$ cat src/rtl/smbb_pkg.sv
// Shared types, register codes and reset values for the skin motion bounding box block.
// Used by every module under rtl; depends on nothing.
package smbb_pkg;

    localparam int MAX_FRAME_DIM_DEF = 4096;
    localparam int APB_ADDR_W        = 5;
    localparam int APB_DATA_W        = 32;
    localparam int PIX_W             = 8;
    localparam int BOX_W             = 12;
    localparam int DIM_W             = 13;
    localparam int MID_DEPTH         = 2;
    localparam int OUT_DEPTH         = 4;

    typedef enum logic [2:0] {
        REG_DIFF_THRESHOLD = 3'd0,
        REG_CR_LOWER       = 3'd1,
        REG_CR_UPPER       = 3'd2,
        REG_CB_LOWER       = 3'd3,
        REG_CB_UPPER       = 3'd4,
        REG_MIN_BOX_SIZE   = 3'd5,
        REG_FRAME_WIDTH    = 3'd6,
        REG_FRAME_HEIGHT   = 3'd7
    } t_reg_idx;

    localparam logic [PIX_W-1:0] DIFF_THRESHOLD_RST = 8'd20;
    localparam logic [PIX_W-1:0] CR_LOWER_RST       = 8'd77;
    localparam logic [PIX_W-1:0] CR_UPPER_RST       = 8'd127;
    localparam logic [PIX_W-1:0] CB_LOWER_RST       = 8'd133;
    localparam logic [PIX_W-1:0] CB_UPPER_RST       = 8'd173;
    localparam logic [BOX_W-1:0] MIN_BOX_SIZE_RST   = 12'd10;
    localparam logic [DIM_W-1:0] FRAME_WIDTH_RST    = 13'd640;
    localparam logic [DIM_W-1:0] FRAME_HEIGHT_RST   = 13'd480;

    typedef enum logic {
        KIND_MASK = 1'b0,
        KIND_BOX  = 1'b1
    } t_kind;

    typedef enum logic {
        BK_PIXEL = 1'b0,
        BK_BOX   = 1'b1
    } t_back_state;

    typedef struct packed {
        logic [PIX_W-1:0] diff_threshold;
        logic [PIX_W-1:0] cr_lower;
        logic [PIX_W-1:0] cr_upper;
        logic [PIX_W-1:0] cb_lower;
        logic [PIX_W-1:0] cb_upper;
        logic [BOX_W-1:0] min_box_size;
        logic [DIM_W-1:0] frame_width;
        logic [DIM_W-1:0] frame_height;
    } t_cfg;

    typedef struct packed {
        logic             result_kind;
        logic             is_skin;
        logic [BOX_W-1:0] box_x;
        logic [BOX_W-1:0] box_y;
        logic [BOX_W-1:0] box_width;
        logic [BOX_W-1:0] box_height;
        logic             last;
    } t_result;

    typedef struct packed {
        logic full;
        logic empty;
    } t_q_status;

endpackage

$ cat src/rtl/skin_motion_bounding_box_core.sv
// Top level of the skin motion bounding box block: register file, front, queues, back.
// Depends on smbb_pkg, smbb_regs, smbb_front, smbb_queue and smbb_back.
//
// Pixels enter in raster order through push/full, one per clock while full is low. Every pixel
// gives one mask transaction; the last pixel of a frame gives a second, the bounding box. A taken
// pixel is written to the two-entry queue between front and back; the back end then moves its
// mask transaction into the four-entry output queue that drives the result ports. At the end of
// each frame the back end pauses to issue the box transaction: the two-entry queue takes
// the pixel offered meanwhile, and full then rises while that queue drains. The output queue
// absorbs short stalls on the result side. Frame size and thresholds are to be written through
// the APB port while no pixel is in flight; the block itself does not enforce this.
module skin_motion_bounding_box_core
    import smbb_pkg::*;
#(
    parameter int MAX_FRAME_DIM = MAX_FRAME_DIM_DEF
) (
    input  logic                  i_clk,
    input  logic                  i_rst_n,
    input  logic                  psel,
    input  logic                  penable,
    input  logic                  pwrite,
    input  logic [APB_ADDR_W-1:0] paddr,
    input  logic [APB_DATA_W-1:0] pwdata,
    output logic [APB_DATA_W-1:0] prdata,
    output logic                  pready,
    input  logic                  push,
    output logic                  full,
    input  logic [PIX_W-1:0]      i_gray_now,
    input  logic [PIX_W-1:0]      i_gray_background,
    input  logic [PIX_W-1:0]      i_chroma_red,
    input  logic [PIX_W-1:0]      i_chroma_blue,
    output logic                  empty,
    input  logic                  pop,
    output logic                  o_result_kind,
    output logic                  o_is_skin,
    output logic [BOX_W-1:0]      o_box_x,
    output logic [BOX_W-1:0]      o_box_y,
    output logic [BOX_W-1:0]      o_box_width,
    output logic [BOX_W-1:0]      o_box_height,
    output logic                  o_last
);

    localparam int CW     = $clog2(MAX_FRAME_DIM);
    localparam int ITEM_W = 2 * CW + 2;
    localparam int RES_W  = $bits(t_result);

    t_cfg              w_cfg;
    t_q_status         w_mid_stat;
    t_q_status         w_out_stat;
    logic              w_mid_push;
    logic              w_mid_pop;
    logic [ITEM_W-1:0] w_mid_wdata;
    logic [ITEM_W-1:0] w_mid_rdata;
    logic              w_out_push;
    t_result           w_out_wdata;
    logic [RES_W-1:0]  w_out_rdata;
    t_result           w_res;

    smbb_regs u_regs (
        .i_clk   (i_clk),
        .i_rst_n (i_rst_n),
        .psel    (psel),
        .penable (penable),
        .pwrite  (pwrite),
        .paddr   (paddr),
        .pwdata  (pwdata),
        .prdata  (prdata),
        .pready  (pready),
        .o_cfg   (w_cfg)
    );

    smbb_front #(
        .MAX_FRAME_DIM (MAX_FRAME_DIM)
    ) u_front (
        .i_clk             (i_clk),
        .i_rst_n           (i_rst_n),
        .i_cfg             (w_cfg),
        .i_push            (push),
        .o_full            (full),
        .i_gray_now        (i_gray_now),
        .i_gray_background (i_gray_background),
        .i_chroma_red      (i_chroma_red),
        .i_chroma_blue     (i_chroma_blue),
        .i_q_stat          (w_mid_stat),
        .o_q_push          (w_mid_push),
        .o_q_data          (w_mid_wdata)
    );

    smbb_queue #(
        .WIDTH (ITEM_W),
        .DEPTH (MID_DEPTH)
    ) u_mid_q (
        .i_clk   (i_clk),
        .i_rst_n (i_rst_n),
        .i_push  (w_mid_push),
        .i_data  (w_mid_wdata),
        .i_pop   (w_mid_pop),
        .o_data  (w_mid_rdata),
        .o_stat  (w_mid_stat)
    );

    smbb_back #(
        .MAX_FRAME_DIM (MAX_FRAME_DIM)
    ) u_back (
        .i_clk          (i_clk),
        .i_rst_n        (i_rst_n),
        .i_min_box_size (w_cfg.min_box_size),
        .i_q_stat       (w_mid_stat),
        .i_q_data       (w_mid_rdata),
        .o_q_pop        (w_mid_pop),
        .i_out_stat     (w_out_stat),
        .o_out_push     (w_out_push),
        .o_out_data     (w_out_wdata)
    );

    smbb_queue #(
        .WIDTH (RES_W),
        .DEPTH (OUT_DEPTH)
    ) u_out_q (
        .i_clk   (i_clk),
        .i_rst_n (i_rst_n),
        .i_push  (w_out_push),
        .i_data  (w_out_wdata),
        .i_pop   (pop),
        .o_data  (w_out_rdata),
        .o_stat  (w_out_stat)
    );

    assign w_res         = t_result'(w_out_rdata);
    assign empty         = w_out_stat.empty;
    assign o_result_kind = w_res.result_kind;
    assign o_is_skin     = w_res.is_skin;
    assign o_box_x       = w_res.box_x;
    assign o_box_y       = w_res.box_y;
    assign o_box_width   = w_res.box_width;
    assign o_box_height  = w_res.box_height;
    assign o_last        = w_res.last;

endmodule

$ cat src/rtl/smbb_regs.sv
// Configuration register file behind the APB-style port.
// Depends on smbb_pkg for the register codes, reset values and t_cfg.
module smbb_regs
    import smbb_pkg::*;
(
    input  logic                  i_clk,
    input  logic                  i_rst_n,
    input  logic                  psel,
    input  logic                  penable,
    input  logic                  pwrite,
    input  logic [APB_ADDR_W-1:0] paddr,
    input  logic [APB_DATA_W-1:0] pwdata,
    output logic [APB_DATA_W-1:0] prdata,
    output logic                  pready,
    output t_cfg                  o_cfg
);

    t_cfg     r_cfg;
    t_reg_idx w_idx;
    logic     w_wr;

    assign w_idx  = t_reg_idx'(paddr[APB_ADDR_W-1:2]);
    assign w_wr   = psel && penable && pwrite;
    assign pready = 1'b1;
    assign o_cfg  = r_cfg;

    always_ff @(posedge i_clk) begin
        if (!i_rst_n) begin
            r_cfg.diff_threshold <= DIFF_THRESHOLD_RST;
            r_cfg.cr_lower       <= CR_LOWER_RST;
            r_cfg.cr_upper       <= CR_UPPER_RST;
            r_cfg.cb_lower       <= CB_LOWER_RST;
            r_cfg.cb_upper       <= CB_UPPER_RST;
            r_cfg.min_box_size   <= MIN_BOX_SIZE_RST;
            r_cfg.frame_width    <= FRAME_WIDTH_RST;
            r_cfg.frame_height   <= FRAME_HEIGHT_RST;
        end else if (w_wr) begin
            unique case (w_idx)
                REG_DIFF_THRESHOLD: r_cfg.diff_threshold <= pwdata[PIX_W-1:0];
                REG_CR_LOWER:       r_cfg.cr_lower       <= pwdata[PIX_W-1:0];
                REG_CR_UPPER:       r_cfg.cr_upper       <= pwdata[PIX_W-1:0];
                REG_CB_LOWER:       r_cfg.cb_lower       <= pwdata[PIX_W-1:0];
                REG_CB_UPPER:       r_cfg.cb_upper       <= pwdata[PIX_W-1:0];
                REG_MIN_BOX_SIZE:   r_cfg.min_box_size   <= pwdata[BOX_W-1:0];
                REG_FRAME_WIDTH:    r_cfg.frame_width    <= pwdata[DIM_W-1:0];
                REG_FRAME_HEIGHT:   r_cfg.frame_height   <= pwdata[DIM_W-1:0];
                default: ;
            endcase
        end
    end

    always_comb begin
        unique case (w_idx)
            REG_DIFF_THRESHOLD: prdata = APB_DATA_W'(r_cfg.diff_threshold);
            REG_CR_LOWER:       prdata = APB_DATA_W'(r_cfg.cr_lower);
            REG_CR_UPPER:       prdata = APB_DATA_W'(r_cfg.cr_upper);
            REG_CB_LOWER:       prdata = APB_DATA_W'(r_cfg.cb_lower);
            REG_CB_UPPER:       prdata = APB_DATA_W'(r_cfg.cb_upper);
            REG_MIN_BOX_SIZE:   prdata = APB_DATA_W'(r_cfg.min_box_size);
            REG_FRAME_WIDTH:    prdata = APB_DATA_W'(r_cfg.frame_width);
            REG_FRAME_HEIGHT:   prdata = APB_DATA_W'(r_cfg.frame_height);
            default:            prdata = '0;
        endcase
    end

endmodule

$ cat src/rtl/smbb_queue.sv
// Small register-based first-in first-out queue, used between front and back and on the output.
// Depends on smbb_pkg for the t_q_status struct.
module smbb_queue
    import smbb_pkg::*;
#(
    parameter int WIDTH = 8,
    parameter int DEPTH = 2
) (
    input  logic             i_clk,
    input  logic             i_rst_n,
    input  logic             i_push,
    input  logic [WIDTH-1:0] i_data,
    input  logic             i_pop,
    output logic [WIDTH-1:0] o_data,
    output t_q_status        o_stat
);

    localparam int AW   = (DEPTH > 1) ? $clog2(DEPTH) : 1;
    localparam int CNTW = $clog2(DEPTH + 1);

    logic [WIDTH-1:0] r_mem [DEPTH];
    logic [AW-1:0]    r_wr;
    logic [AW-1:0]    r_rd;
    logic [CNTW-1:0]  r_count;
    logic [AW-1:0]    n_wr;
    logic [AW-1:0]    n_rd;
    logic [CNTW-1:0]  n_count;
    logic             w_do_push;
    logic             w_do_pop;

    assign o_stat.full  = (r_count == CNTW'(DEPTH));
    assign o_stat.empty = (r_count == '0);
    assign w_do_push    = i_push && !o_stat.full;
    assign w_do_pop     = i_pop && !o_stat.empty;
    assign o_data       = r_mem[r_rd];

    always_comb begin
        n_wr    = r_wr;
        n_rd    = r_rd;
        n_count = r_count + CNTW'(w_do_push) - CNTW'(w_do_pop);
        if (w_do_push) begin
            n_wr = (r_wr == AW'(DEPTH - 1)) ? '0 : r_wr + AW'(1);
        end
        if (w_do_pop) begin
            n_rd = (r_rd == AW'(DEPTH - 1)) ? '0 : r_rd + AW'(1);
        end
    end

    always_ff @(posedge i_clk) begin
        if (!i_rst_n) begin
            r_wr    <= '0;
            r_rd    <= '0;
            r_count <= '0;
        end else begin
            r_wr    <= n_wr;
            r_rd    <= n_rd;
            r_count <= n_count;
        end
    end

    always_ff @(posedge i_clk) begin
        if (w_do_push) begin
            r_mem[r_wr] <= i_data;
        end
    end

endmodule

$ cat src/rtl/smbb_front.sv
// Front end: accepts pixels, classifies skin, runs the column and row counters.
// Depends on smbb_pkg for t_cfg and t_q_status.
module smbb_front
    import smbb_pkg::*;
#(
    parameter int MAX_FRAME_DIM = MAX_FRAME_DIM_DEF
) (
    input  logic                               i_clk,
    input  logic                               i_rst_n,
    input  t_cfg                               i_cfg,
    input  logic                               i_push,
    output logic                               o_full,
    input  logic [PIX_W-1:0]                   i_gray_now,
    input  logic [PIX_W-1:0]                   i_gray_background,
    input  logic [PIX_W-1:0]                   i_chroma_red,
    input  logic [PIX_W-1:0]                   i_chroma_blue,
    input  t_q_status                          i_q_stat,
    output logic                               o_q_push,
    output logic [2*$clog2(MAX_FRAME_DIM)+1:0] o_q_data
);

    localparam int CW = $clog2(MAX_FRAME_DIM);
    localparam int DW = (CW + 1 > DIM_W) ? CW + 1 : DIM_W;

    function automatic logic [DW-1:0] eff_dim(input logic [DIM_W-1:0] v);
        logic [DW-1:0] ext;
        ext = DW'(v);
        if (v == '0) return DW'(1);
        if (ext > DW'(MAX_FRAME_DIM)) return DW'(MAX_FRAME_DIM);
        return ext;
    endfunction

    logic [CW-1:0]    r_col;
    logic [CW-1:0]    r_row;
    logic [CW-1:0]    n_col;
    logic [CW-1:0]    n_row;
    logic [DW-1:0]    w_width;
    logic [DW-1:0]    w_height;
    logic [PIX_W-1:0] w_diff;
    logic             w_skin;
    logic             w_row_end;
    logic             w_frame_end;
    logic             w_accept;

    assign w_width     = eff_dim(i_cfg.frame_width);
    assign w_height    = eff_dim(i_cfg.frame_height);
    assign w_diff      = (i_gray_now >= i_gray_background) ? i_gray_now - i_gray_background
                                                           : i_gray_background - i_gray_now;
    assign w_skin      = (w_diff > i_cfg.diff_threshold)
                      && (i_chroma_red > i_cfg.cr_lower) && (i_chroma_red < i_cfg.cr_upper)
                      && (i_chroma_blue > i_cfg.cb_lower) && (i_chroma_blue < i_cfg.cb_upper);
    assign w_row_end   = DW'(r_col) >= (w_width - DW'(1));
    assign w_frame_end = w_row_end && (DW'(r_row) >= (w_height - DW'(1)));

    assign o_full   = i_q_stat.full;
    assign w_accept = i_push && !i_q_stat.full;
    assign o_q_push = w_accept;
    assign o_q_data = {w_skin, w_frame_end, r_col, r_row};

    always_comb begin
        n_col = r_col;
        n_row = r_row;
        if (w_accept) begin
            n_col = w_row_end ? '0 : r_col + CW'(1);
            if (w_frame_end) begin
                n_row = '0;
            end else if (w_row_end) begin
                n_row = r_row + CW'(1);
            end
        end
    end

    always_ff @(posedge i_clk) begin
        if (!i_rst_n) begin
            r_col <= '0;
            r_row <= '0;
        end else begin
            r_col <= n_col;
            r_row <= n_row;
        end
    end

endmodule

$ cat src/rtl/smbb_back.sv
// Back end: widens the bounding box and issues mask and end-of-frame box transactions.
// Depends on smbb_pkg for t_result, t_q_status and the back-end state type.
module smbb_back
    import smbb_pkg::*;
#(
    parameter int MAX_FRAME_DIM = MAX_FRAME_DIM_DEF
) (
    input  logic                               i_clk,
    input  logic                               i_rst_n,
    input  logic [BOX_W-1:0]                   i_min_box_size,
    input  t_q_status                          i_q_stat,
    input  logic [2*$clog2(MAX_FRAME_DIM)+1:0] i_q_data,
    output logic                               o_q_pop,
    input  t_q_status                          i_out_stat,
    output logic                               o_out_push,
    output t_result                            o_out_data
);

    localparam int CW     = $clog2(MAX_FRAME_DIM);
    localparam int ITEM_W = 2 * CW + 2;
    localparam int MW     = (CW > BOX_W) ? CW : BOX_W;

    t_back_state   r_state;
    t_back_state   n_state;
    logic [CW-1:0] r_left;
    logic [CW-1:0] r_top;
    logic [CW-1:0] r_right;
    logic [CW-1:0] r_bottom;
    logic          r_seen;
    logic [CW-1:0] n_left;
    logic [CW-1:0] n_top;
    logic [CW-1:0] n_right;
    logic [CW-1:0] n_bottom;
    logic          n_seen;

    logic          w_skin;
    logic          w_end;
    logic [CW-1:0] w_x;
    logic [CW-1:0] w_y;
    logic [MW-1:0] w_bw;
    logic [MW-1:0] w_bh;
    logic [MW-1:0] w_min;
    logic [MW-1:0] w_left;
    logic [MW-1:0] w_top;
    logic          w_small;

    assign w_skin  = i_q_data[ITEM_W-1];
    assign w_end   = i_q_data[ITEM_W-2];
    assign w_x     = i_q_data[2*CW-1:CW];
    assign w_y     = i_q_data[CW-1:0];

    assign w_bw    = MW'(r_right - r_left);
    assign w_bh    = MW'(r_bottom - r_top);
    assign w_min   = MW'(i_min_box_size);
    assign w_left  = MW'(r_left);
    assign w_top   = MW'(r_top);
    assign w_small = (w_bw <= w_min) || (w_bh <= w_min);

    always_comb begin
        n_state    = r_state;
        n_left     = r_left;
        n_top      = r_top;
        n_right    = r_right;
        n_bottom   = r_bottom;
        n_seen     = r_seen;
        o_q_pop    = 1'b0;
        o_out_push = 1'b0;
        o_out_data = '0;
        unique case (r_state)
            BK_PIXEL: begin
                if (!i_q_stat.empty && !i_out_stat.full) begin
                    o_q_pop                = 1'b1;
                    o_out_push             = 1'b1;
                    o_out_data.result_kind = KIND_MASK;
                    o_out_data.is_skin     = w_skin;
                    o_out_data.last        = !w_end;
                    if (w_skin) begin
                        if (!r_seen) begin
                            n_left   = w_x;
                            n_top    = w_y;
                            n_right  = w_x;
                            n_bottom = w_y;
                            n_seen   = 1'b1;
                        end else begin
                            if (w_x < r_left)   n_left   = w_x;
                            if (w_y < r_top)    n_top    = w_y;
                            if (w_x > r_right)  n_right  = w_x;
                            if (w_y > r_bottom) n_bottom = w_y;
                        end
                    end
                    if (w_end) begin
                        n_state = BK_BOX;
                    end
                end
            end
            BK_BOX: begin
                if (!i_out_stat.full) begin
                    o_out_push             = 1'b1;
                    o_out_data.result_kind = KIND_BOX;
                    o_out_data.box_x       = w_left[BOX_W-1:0];
                    o_out_data.box_y       = w_top[BOX_W-1:0];
                    o_out_data.box_width   = w_small ? i_min_box_size : w_bw[BOX_W-1:0];
                    o_out_data.box_height  = w_small ? i_min_box_size : w_bh[BOX_W-1:0];
                    o_out_data.last        = 1'b1;
                    n_seen                 = 1'b0;
                    n_state                = BK_PIXEL;
                end
            end
            default: n_state = BK_PIXEL;
        endcase
    end

    always_ff @(posedge i_clk) begin
        if (!i_rst_n) begin
            r_state  <= BK_PIXEL;
            r_left   <= '0;
            r_top    <= '0;
            r_right  <= '0;
            r_bottom <= '0;
            r_seen   <= 1'b0;
        end else begin
            r_state  <= n_state;
            r_left   <= n_left;
            r_top    <= n_top;
            r_right  <= n_right;
            r_bottom <= n_bottom;
            r_seen   <= n_seen;
        end
    end

endmodule

$ cat config.mk
export PLATFORM = sky130hd
export DESIGN_NAME = skin_motion_bounding_box_core
export DESIGN_NICKNAME = d
export VERILOG_FILES = /design/src/rtl/smbb_pkg.sv /design/src/rtl/skin_motion_bounding_box_core.sv /design/src/rtl/smbb_regs.sv /design/src/rtl/smbb_queue.sv /design/src/rtl/smbb_front.sv /design/src/rtl/smbb_back.sv
export SDC_FILE = /design/constraint.sdc
export NUM_CORES = 1
export LEC_CHECK = 0
export BUFFER_PORTS_ARGS = -buffer_cell sky130_fd_sc_hd__buf_4
export CORE_ASPECT_RATIO = 1.2
export CORE_UTILIZATION = 61
export CTS_CLUSTER_SIZE = 25
export DETAILED_ROUTE_END_ITERATION = 16
export GPL_TIMING_DRIVEN = 0
export HOLD_SLACK_MARGIN = 0.08
export PLACE_DENSITY = 0.81
export SLEW_MARGIN = 20
export SYNTH_ARGS = -nofsm -noshare
export SYNTH_HDL_FRONTEND = slang
export SYNTH_HIERARCHICAL = 1
export SYNTH_SLANG_ARGS = --single-unit
$ cat constraint.sdc
create_clock -name i_clk -period 6.5 [get_ports i_clk]
set_clock_uncertainty 0.05 [all_clocks]
set_input_delay 1.3 -clock i_clk [delete_from_list [all_inputs] [get_ports i_clk]]
set_output_delay 1.3 -clock i_clk [all_outputs]
set_load 0.02 [all_outputs]
==> results of run 1 <==
[report_power, final]
part / switching [W] / internal, W
sequential: 0.000206 / 0.00339
combinational: 0.00288 / 0.00209
clock: 0.00101 / 0.00144
[worst paths after layout]
check / startpoint / to / slack, ns / depth (start not counted)
hold reg to reg: u_back/r_top[7] / u_back/r_top[7] / 0.41 / 2
setup reg to reg: u_regs/o_cfg[16] / u_front/r_row[6] / 1.35 / 18
hold / removal: u_back/r_top[7] / u_back/r_top[7] / 0.41 / 2
setup / recovery: u_regs/o_cfg[16] / u_front/r_row[6] / 1.35 / 18
[layout by cell type, fill, tap and decap left out, types with 23 or more instances in the layout]
| cell | instances |
|---|---|
| buf_4 | 138 |
| nor2_1 | 133 |
| o21a_1 | 30 |
| mux4_2 | 50 |
| mux2i_1 | 64 |
| a21boi_0 | 38 |
| o21ai_0 | 111 |
| inv_1 | 152 |
| clkbuf_1 | 68 |
| nor2b_1 | 45 |
| a32oi_1 | 26 |
| a22o_1 | 31 |
| mux2_4 | 23 |
| nand2_1 | 190 |
| dfxtp_1 | 166 |
| clkbuf_16 | 41 |
| edfxtp_1 | 256 |
| nand3_1 | 64 |
| a21o_1 | 37 |
| a21oi_1 | 59 |
| or4_1 | 24 |
| nand4_1 | 24 |
| xnor2_1 | 23 |
| ha_1 | 182 |
[logic make-up after synthesis]
group           after synthesis
flops                       422
fa+ha+maj                   187
other cells                   2
simple gates                591
xor+xnor                     44
compound gates              443
buf+inv                     282
mux                         157
[stage by stage]
stage | utilization, % | worst slack (ns) | hold WS (ns)
6_report | 70.0 | 1.35 | 0.411
5_1_grt | 70.0 | 1.05 | 0.429
4_1_cts | 70.0 | 1.37 | 0.411
3_5_place_dp | 66.3 | 1.07 | 0.403
3_3_place_gp | 66.0 | 1.11 | 0.395
2_1_floorplan | - | 1.76 | 0.388
[layer usage]
layer,global-route usage (%),wire [um],vias up
met5,0,0,-
met4,13.2,2570,0
met3,3.31,3070,145
met2,51.6,28700,651
met1,36.3,23200,8564
li1,-,-,8136
[area by class of cell]
type / count / area share, %
tap: 480 / 2.26
multi-input combinational: 1442 / 42.3
sequential: 422 / 41.4
clock buffer: 48 / 4.07
clock inverter: 27 / 1.14
inverter: 152 / 2.15
timing repair buffer: 114 / 3.52
buffer: 130 / 3.08
[Yosys cell counts, types with 6 or more instances]
cell      count  area, um^2
edfxtp_1    256        7690
nand2_1     190         713
ha_1        182        2280
dfxtp_1     166        3320
inv_1       152         571
nor2_1      134         503
o21ai_0     111         556
clkbuf_1     64         240
mux2i_1      64         641
nand3_1      64         320
a21oi_1      59         295
mux4_2       50        1130
nor2b_1      45         282
a21boi_0     38         285
a21o_1       37         278
a22o_1       31         272
o21a_1       30         225
buf_4        28         210
a32oi_1      26         228
nand4_1      24         150
or4_1        24         180
mux2_4       23         345
xnor2_1      23         201
nor3_1       22         110
xor2_1       21         184
buf_2        19        95.1
mux2_2       18         203
a221oi_1     15         131
and2_1       15        93.8
nand2b_1     14        87.6
and3_1       12        75.1
o31ai_1      12        90.1
o211ai_1     10        75.1
buf_6         8        90.1
a211o_1       7        61.3
buf_12        7         140
or3_1         7        43.8
nor4_1        6        37.5
[registers in the layout, indices dropped and copies added (netlist names), 3 cells and up, named ones only]
register,cells
u_out_q/r_mem,204
u_back/r_left,12
u_out_q/r_count,3
u_front/r_col,12
u_mid_q/r_mem,52
u_back/r_bottom,12
u_regs/o_cfg,78
u_front/r_row,12
u_back/r_right,12
u_back/r_top,12
[worst min-delay path, delay by kind of cell, from the launching register on]
family / cells / cell delay (ns)
flops: 1 / 0.31
mux: 1 / 0.05
simple gates: 1 / 0.05
==> impl_metrics.ini, run 1 <==
[floorplan]
core_region_area_um2 = 38000
dieArea_um2 = 39400
ioPinCount = 162
die_height_um = 217
die_w_um = 181
start_util_pct = 62.1
row_count = 78

[placed_design]
io_buffers = 110
place_area_um2 = 25200
dp_cells = 2740
place.gp.congestion = 0.955
hpwlAfterDp_um = 43000

[worst_setup_path]
cp_top_family = compound AO/OA/AOI/OAI gates
worstPathMaxFanout = 10
cp.arrival_ns = 5.53
crit_path_start_kind = register
critPathBufInv = 2
worstPathCellList = or3_4, or4_4, buf_6, nor3_1, o21ai_1, ha_1, bufbuf_16, o21ai_0, nor3_1, mux2_2, a211o_1, ha_1, a2111oi_0, o21ai_0, a21oi_1, or3_2, nor3_1, a32o_1
critPathCaptureType = register
max_stage_delay_ns = 0.49
cp.required_ns = 6.88
crit_path_frequent_cell = nor3_1
critical_path_class = register to register
crit_slowest_cell = or4_4

[outcome]
outcome = finished clean

[route]
num_vias = 17500
drt-vias-per-instance = 6.22
dr.pass1.iters = 6
drt_iter0_markers = 1752
wl_um = 57600
ant_nets = 0
wl_per_cell_um = 20.4
drc = 0

[timing]
setup_violations = 0
fmax_ghz = 0.194
maxSlewViolCount = 0
finalHoldViolCount = 0
max-slew-margin-rel_pct = 39.4
fin_crit_sh_pct = 79.2
finalSetupTns_ns = 0
period_needed_ns = 5.15
tightest_slew_ns = 0.895
grt_setup_unrepaired = no

[clocking]
htreeDepth = 2
ctsResizeCount = 0
clock_path_buffers = 3
clkLatencyLatePin_ns = 0.55
postCtsSetupRepairBufs = 0
cts_sinks = 422
cts_tree = built
cts_buffers = 41
clk_pin_slew_ns = 0.06
cts_root_buffer = clkbuf_16
cts_hold_repair.buffers = 0

[logic_synthesis]
synth_top_family_by_area = compound AO/OA/AOI/OAI gates
synth_area_um2 = 23600
ys_seq_elements = 422
synthAdderAreaFrac_pct = 10.1
synth_edf_count = 256
synth_warnings = 6
netlist_instances = 2128
synth-compound-area-share_pct = 13.1
yosys.area_share.xor_xnor_pct = 1.64
synth_ff_type = edfxtp_1
synth-seq-area-share_pct = 46.7
synthSimpleGateAreaFrac_pct = 12.5
synth_cell_types = 95
synth_mux_area_share_pct = 9.98
async_flop_share_pct = 0
syn_avg_cell_area_um2 = 11.1

[pwr]
power_leakage_nw = 10.5
total_power_w = 0.0110
power_density_nw_per_um2 = 414
vdd_drop_max_uv = 237

[cells_and_area]
antenna_cells = 0
seqCellArea_um2 = 11000
fin_nets = 2566
multi_input_area_um2 = 11200
fillers = 2689
syn2layout_area_growth_pct = 12.8
final_cell_area_um2 = 26600
fin_cells = 2815
layout-drive-gt1-share_pct = 15.8

[global_route]
gr-total-overflow = 0
grt_pass1_wl_um = 90800
grt_use_total_pct = 29.3
first_global_vias = 17100
antenna_found_initial = 0
grt_max_degree = 49

[job]
drv_cap = 0

[hold_path]
min_path_type = register to register
No activity file was read; power rests on OpenSTA's default activity.
==> inputs of run 2 (changes only) <==
==> constraint.sdc (replaced) <==
create_clock -name i_clk -period 5.1 [get_ports i_clk]
set_clock_uncertainty 0.05 [all_clocks]
set_input_delay 1.02 -clock i_clk [delete_from_list [all_inputs] [get_ports i_clk]]
set_output_delay 1.02 -clock i_clk [all_outputs]
set_load 0.02 [all_outputs]
==> run 2 against run 1 <==
Compared with the run above:
- clock-buffer cell count is the same
- sequential share of layout area shrank 0.083 points
- critical path depth rose by 2
- global-route usage stayed put
- die area unchanged
- cell count up 0.14%
- critical path type unchanged
- critical endpoint is now u_front/r_row[11]
==> impl_metrics.ini, run 2 (synthesis results as in run 1) <==
[timing]
setup_ws_ns = 0.160
setup_violations = 0
maxSlewViolCount = 0
hold_slack_ns = 0.411
finalHoldViolCount = 0
max-slew-margin-rel_pct = 37.7
tightest_slew_ns = 0.920
fin_crit_sh_pct = 96.9
period_needed_ns = 4.94
fmax_ghz = 0.202

[global_route]
grt.met1_usage_pct = 36.3
grt_max_degree = 49
grt_busiest_layer = met2
gr-total-overflow = 0
first_global_vias = 17100
grtUsageMet3_pct = 3.31
met2_usage_pct = 51.6
antenna_found_initial = 0
grt_pass1_wl_um = 90800
grt_use_total_pct = 29.3

[floorplan]
ioPinCount = 162
die_w_um = 181
row_count = 78
die_height_um = 217
core_region_area_um2 = 38000
dieArea_um2 = 39400
start_util_pct = 62.1

[worst_setup_path]
reg2reg_depth = 20
crit_path_start_kind = register
cp.arrival_ns = 5.31
worstPathCellList = or4_4, or4_4, buf_6, nor3_1, o21ai_2, ha_1, bufbuf_16, o21ai_1, nor3_1, mux2_2, a211o_1, ha_1, o21a_1, o21a_1, o22ai_2, or3_4, nor2_4, buf_4, a2bb2oi_1, o41ai_2
critPathBufInv = 3
worstPathMaxFanout = 8
max_stage_delay_ns = 0.54
path_depth = 20
cp_top_family = simple AND/OR/NAND/NOR gates
crit_slowest_cell = or4_4
critPathCaptureType = register
cp.required_ns = 5.47
critical_path_class = register to register

[route]
ant_nets = 0
drt_iter0_markers = 1808
wl_per_cell_um = 20.4
drt-vias-per-instance = 6.21
dr.pass1.iters = 8
num_vias = 17500
drc = 0
wl_um = 57600

[clocking]
htreeDepth = 2
cts_hold_repair.buffers = 0
clk_pin_slew_ns = 0.06
clock_path_buffers = 3
cts_tree = built
clkLatencyLatePin_ns = 0.55
cts_buffers = 41
cts_root_buffer = clkbuf_16
cts_sinks = 422

[placed_design]
dp_cells = 2740
io_buffers = 110
pre_cts_slack_ns = -0.0466
hpwlAfterDp_um = 43000
place.gp.congestion = 0.955

[pwr]
total_power_w = 0.0140
power_leakage_nw = 10.6
power_density_nw_per_um2 = 527
vdd_drop_max_uv = 303

[hold_path]
min_path_type = register to register
holdPathStages = 2

[cells_and_area]
antenna_cells = 0
fin_nets = 2570
fillers = 2681
syn2layout_area_growth_pct = 13.0
layout-drive-gt1-share_pct = 16.1
post-route-util_pct = 70.1
layout_commonest_cell = edfxtp_1
fin_cells = 2819
seqCellArea_um2 = 11000
layout_common_cells = edfxtp_1, nand2_1, ha_1
multi_input_area_um2 = 11300
largest_reg_flops = 204
regMostFlops = u_out_q/r_mem

[job]
drv_cap = 0

[outcome]
outcome = finished clean
==> run 2: final timing paths <==
kind,from,to,slack [ns]
setup / recovery,u_regs/o_cfg[23],u_front/r_row[11],0.16
hold / removal,u_back/r_left[3],u_back/r_left[3],0.41
setup reg to reg,u_regs/o_cfg[23],u_front/r_row[11],0.16
hold reg to reg,u_back/r_left[3],u_back/r_left[3],0.41
==> run 2: area by class of cell <==
type,instances,area share [%]
Multi-Input combinational cell,1442,42.3
Sequential cell,422,41.4
Clock buffer,48,4.07
Timing Repair Buffer,118,3.63
Buffer,130,3.08
Tap cell,480,2.26
Inverter,152,2.14
Clock inverter,27,1.13
==> run 2: routing by layer <==
layer	share of wire [%]	vias up
met5	0	-
met4	4.5	0
met1	40	8523
met2	50	674
li1	-	8150
met3	5.6	147
==> run 2: per-stage QoR <==
stage | instance area [um^2] | TNS, ns
5_1_grt | 26600 | -0.0107
6_report | 26600 | 0
2_1_floorplan | 23600 | 0
3_5_place_dp | 25200 | -0.0932
4_1_cts | 26600 | 0
3_3_place_gp | 25100 | -0.0221
==> run 2: where the power goes <==
group	leakage [nW]	internal (W)	switching, W
combinational	6.18	0.00266	0.00367
clock	0.671	0.00183	0.00129
sequential	3.72	0.00432	0.000264
total	10.6	0.00881	0.00522
==> run 2: timing repair <==
action | in CTS | in global routing
setup buffers | 0 | 4
setup endpoints to repair | 1 | 12
gates resized for setup | 1 | 6
pin swaps | 0 | 1
cloned | 0 | 0
==> run 2: worst register-to-register path: cells and delay by family, from the launching register on <==
kind,cells,cell delay [ns]
and+or+nand+nor,6,1.83
AOI/OAI and AO/OA,8,1.17
buffers and inverters,3,0.59
adders and majority gates,2,0.52
DFF,1,0.37
muxes,1,0.27
